==> src/sv/bfha_pkg.sv <==
// ---------------------------------------------------------------------------
// bfha_pkg
// Types and constants of the best-fit hole allocator.
// ---------------------------------------------------------------------------
package bfha_pkg;

  localparam int HOLE_COUNT_DEF = 64;
  localparam int SIZE_BITS_DEF  = 16;
  localparam int IDX_OUT_W      = 6;
  localparam int REQ_W          = 16;
  localparam int SIZE_IN_W      = 16;

  typedef enum logic [1:0] {
    CMD_LOAD    = 2'd0,
    CMD_REQUEST = 2'd1,
    CMD_CLEAR   = 2'd2
  } cmd_t;

  typedef enum logic [2:0] {
    ST_LOADED    = 3'd0,
    ST_ALLOCATED = 3'd1,
    ST_NO_FIT    = 3'd2,
    ST_FULL      = 3'd3,
    ST_CLEARED   = 3'd4
  } status_t;

  typedef enum logic {
    FSM_IDLE = 1'b0,
    FSM_SCAN = 1'b1
  } fsm_t;

  // Broadcast from the controller to every cell
  typedef struct packed {
    logic load_en;
    logic clear;
    logic mark_en;
  } hole_ctl_t;

  // Flags of the search word handed along the chain
  typedef struct packed {
    logic valid;
    logic found;
  } tok_flags_t;

endpackage

==> src/sv/bfha_cell.sv <==
// ---------------------------------------------------------------------------
// bfha_cell
// One hole of the table: its size, loaded and used bits, and one stage of
// the search chain that keeps the best candidate seen so far.
// ---------------------------------------------------------------------------
module bfha_cell import bfha_pkg::*; #(
  parameter int SIZE_BITS = SIZE_BITS_DEF,
  parameter int IDX_W     = 6,
  parameter int INDEX     = 0
) (
  input  logic                 clk,
  input  logic                 rst_n,
  input  hole_ctl_t            ctl,
  input  logic [IDX_W-1:0]     ctl_idx,
  input  logic [SIZE_BITS-1:0] load_size,
  input  tok_flags_t           flags_in,
  input  logic [IDX_W-1:0]     best_idx_in,
  input  logic [SIZE_BITS-1:0] best_size_in,
  input  logic [SIZE_BITS-1:0] req_size_in,
  output tok_flags_t           flags_out,
  output logic [IDX_W-1:0]     best_idx_out,
  output logic [SIZE_BITS-1:0] best_size_out,
  output logic [SIZE_BITS-1:0] req_size_out
);

  logic [SIZE_BITS-1:0] size_r;
  logic                 loaded_r, loaded_nxt;
  logic                 used_r, used_nxt;
  tok_flags_t           flags_r, flags_nxt;
  logic [IDX_W-1:0]     best_idx_r, best_idx_nxt;
  logic [SIZE_BITS-1:0] best_size_r, best_size_nxt;
  logic [SIZE_BITS-1:0] req_size_r;
  logic                 sel;
  logic                 take;

  assign sel = (ctl_idx == IDX_W'(INDEX));

  always_comb begin
    loaded_nxt = loaded_r;
    used_nxt   = used_r;
    if (ctl.clear) begin
      loaded_nxt = 1'b0;
      used_nxt   = 1'b0;
    end else if (ctl.load_en && sel) begin
      loaded_nxt = 1'b1;
      used_nxt   = 1'b0;
    end else if (ctl.mark_en && sel) begin
      used_nxt = 1'b1;
    end
  end

  // Strictly smaller replaces the candidate, so the lowest index wins ties
  assign take = flags_in.valid && loaded_r && !used_r && (size_r >= req_size_in) &&
                (!flags_in.found || (size_r < best_size_in));

  always_comb begin
    flags_nxt.valid = flags_in.valid;
    flags_nxt.found = flags_in.found || take;
    best_idx_nxt    = take ? IDX_W'(INDEX) : best_idx_in;
    best_size_nxt   = take ? size_r : best_size_in;
  end

  always_ff @(posedge clk) begin
    if (!rst_n) begin
      loaded_r <= 1'b0;
      used_r   <= 1'b0;
      flags_r  <= '0;
    end else begin
      loaded_r <= loaded_nxt;
      used_r   <= used_nxt;
      flags_r  <= flags_nxt;
    end
  end

  always_ff @(posedge clk) begin
    if (ctl.load_en && sel) begin
      size_r <= load_size;
    end
    best_idx_r  <= best_idx_nxt;
    best_size_r <= best_size_nxt;
    req_size_r  <= req_size_in;
  end

  assign flags_out     = flags_r;
  assign best_idx_out  = best_idx_r;
  assign best_size_out = best_size_r;
  assign req_size_out  = req_size_r;

endmodule

==> config.mk <==
export PLATFORM = sky130hd
export DESIGN_NAME = bfha_cell
export DESIGN_NICKNAME = d
export VERILOG_FILES = /design/src/sv/bfha_pkg.sv /design/src/sv/bfha_cell.sv
export SDC_FILE = /design/constraint.sdc
export NUM_CORES = 1
export LEC_CHECK = 0
export BUFFER_PORTS_ARGS = -buffer_cell sky130_fd_sc_hd__clkbuf_2
export CAP_MARGIN = 10
export CORE_MARGIN = 2
export CORE_UTILIZATION = 45
export CTS_BUF_LIST = sky130_fd_sc_hd__clkbuf_2
export DETAILED_ROUTE_END_ITERATION = 6
export HOLD_SLACK_MARGIN = 0.12
export PLACE_DENSITY_LB_ADDON = 0.05
export SETUP_SLACK_MARGIN = 0.1
export SLEW_MARGIN = 25
export SYNTH_ARGS = -nofsm -noshare
export SYNTH_HDL_FRONTEND = slang
export SYNTH_SLANG_ARGS = --single-unit
==> constraint.sdc <==
create_clock -name clk -period 3.4 [get_ports clk]
set_clock_uncertainty 0.1 [all_clocks]
set_input_delay 0.51 -clock clk [delete_from_list [all_inputs] [get_ports clk]]
set_output_delay 0.51 -clock clk [all_outputs]
set_load 0.05 [all_outputs]
==> results.toml <==
[grt]
grt_pass1_wl_um = 8190
grt-ovfl-total = 0
grt_pass1_vias = 1840
grt_use_total = 0.175
grt_max_degree = 19
grt_antenna_before_repair = 0

[timing]
tightestPinTransition_ns = 0.767
tns_ns = 0
setup_viol = 0
relSlewSlack = 0.488
fin_crit_ns = 3.13
fin_crit_sh = 0.921
fin_ws_ns = 0.269
slew_viol_final = 0
hold_violations = 0
max_clock_freq_ghz = 0.319
rsz0062_at_grt = "false"

[layout]
multiInputGateArea_sq_um = 998
ff_latch_area_sq_mm = 0.00132
drive_gt1_frac = 0.390
most-common-layout-cells = "clkbuf_2, dfxtp_1, inv_1, dlygate4sd3_1, ha_1"
fin_cells = 431
postLayoutCoreUtil = 0.650
fill_cells = 466
area_growth_pct = 41.6
diodes = 0
final_common_cell = "clkbuf_2"
final_nets = 452

[run_status]
outcome = "completed"

[synthesis]
yosysTopAreaCell = "dfxtp_1"
synth-simple-area-share = 0.0843
synthTopCellsByArea = "dfxtp_1, edfxtp_1, ha_1"
synthesis.nets = 303
synth.cell_area_sq_mm = 0.00248
synth-warning-count = 0
ys_types = 33
netlist_instances = 205
synth_compound_area_frac = 0.0656
avgSynthCellArea_sq_um = 12.1
synth-adder-area-share = 0.156
synth_top_family_by_area = "adder cells"
synth_xor_area_frac = 0
ys_ff_latch = 58
ys_seq_area_frac = 0.533
synth_mux_area_frac = 0.0938
yosysTopAreaCellShare = 0.339

[clock_tree]
cts_setup_buffers = 0
cts_tree = "yes"
cts_root_buf = "clkbuf_2"
numCtsBuffers = 9
clock_path_buffers = 2
htreeDepth = 3
clk_pin_slew_ns = 0.15
clk_latency_ns = 0.43
clock_sinks = 58

[job]
cap_violations = 0

[detailed_routing]
firstDrtPassIters = 4
vias = 1902
drt.antenna.violating_nets = 0
drt_iter0_markers = 50
wire_per_inst_um = 11.8
via_per_inst = 4.41
wirelength_um = 5090
drc = 0

[placed_design]
dpl.cell_count = 382
io_buffers = 106
place_congestion = 0.740
dp_hpwl_um = 3770
place_ws_ns = 0.349

[die]
dieHeight_um = 78.2
io_pins = 107
die_w_um = 78.2
dieArea_sq_mm = 0.00612
fp.coreArea_sq_mm = 0.00541
row_count = 27
floorplan.initialDensity = 0.459

[setup_path]
required_ns = 3.65
startpoint_type = "primary input"
end_kind = "flip-flop"
crit_fanout = 11
arrival_ns = 3.38
path_class = "primary input to flip-flop"

[min_path]
worstHoldPathType = "primary input to flip-flop"

[pwr]
total_power_mw = 1.40
power.density_mw_per_mm2 = 400
ir_drop_v = 0.000221
leakage_nw = 1.80
[synthesized netlist by cell type]
library cell   n
a2111o_1       1
a211oi_1       1
a21boi_0       2
a21o_1         1
a21oi_1       12
a22oi_1        1
a311oi_1       1
and2_1         1
and3_1         1
buf_12         1
buf_6          2
dfxtp_1       42
edfxtp_1      16
ha_1          31
inv_1         33
mux2_2         2
mux2_4        14
nand2_1        8
nand2b_1       1
nand2b_4       1
nand3_1        4
nand4_1        3
nor2_1         4
nor2b_1        6
nor3_1         2
nor3b_1        2
nor4_1         1
nor4b_1        1
o21a_1         1
o21ai_0        5
o21ai_1        1
o31ai_1        1
or4_1          2
[registers in the layout, indices dropped and copies added (netlist names)]
name	flops
best_idx_out	6
best_size_out	16
flags_out	2
loaded_r	1
req_size_out	16
size_r	16
used_r	1
[worst max-delay path, cell delays in order]
cell	delay [ns]
dlygate4sd3_1	0.53
clkbuf_2	0.11
inv_1	0.04
ha_1	0.28
nand4_1	0.22
nor4_2	0.40
a311oi_1	0.16
a211oi_1	0.30
and3_1	0.22
buf_4	0.25
mux2_2	0.36
[report_power, final]
group          switching, mW  leakage, nW  total, mW  internal, mW
Combinational          0.148         1.23      0.250         0.102
Sequential           0.00721        0.497      0.743         0.736
Clock                  0.236       0.0710      0.411         0.174
[routing by layer]
layer  wire (um)  GRT usage  vias up
li1            -          -     1008
met1        2310      0.215      833
met2        2470      0.291       55
met3         234     0.0414        6
met4          68     0.0789        0
met5           0          0        -
[final timing paths]
path                   start          endpoint  slack (ns)  depth (start not counted)
max          req_size_in[13]  best_size_out[0]        0.27                         11
min           best_idx_in[1]   best_idx_out[1]        0.17                          2
max reg2reg       size_r[13]  best_size_out[0]        0.52                          8
min reg2reg         loaded_r          loaded_r        0.41                          2
[logic make-up after synthesis]
kind of cell,count (synthesis)
buf+inv,36
compound gates,27
fa+ha+maj,31
flops,58
mux,16
simple gates,37
[area by class of cell]
type	count	area share
inverter	33	0.0353
sequential	58	0.376
timing repair buffer	141	0.249
clock buffer	12	0.0171
clock inverter	4	0.0121
multi-input combinational	111	0.284
tap	72	0.0257
[metrics by stage]
step,area (sq um),hold WS (ns)
after floorplan,2480,0.373
after CTS,3510,0.123
final,3510,0.174
after global placement,3070,0.383
after global routing,3510,0.129
after detailed placement,3070,0.393
[timing repair]
item / in CTS / in global routing
hold endpoints to repair: 34 / 0
endpoints found under the setup margin: 0 / 7
hold buffers: 33 / 0
gates resized for setup: 0 / 1
(Power assumes the default switching activity.)
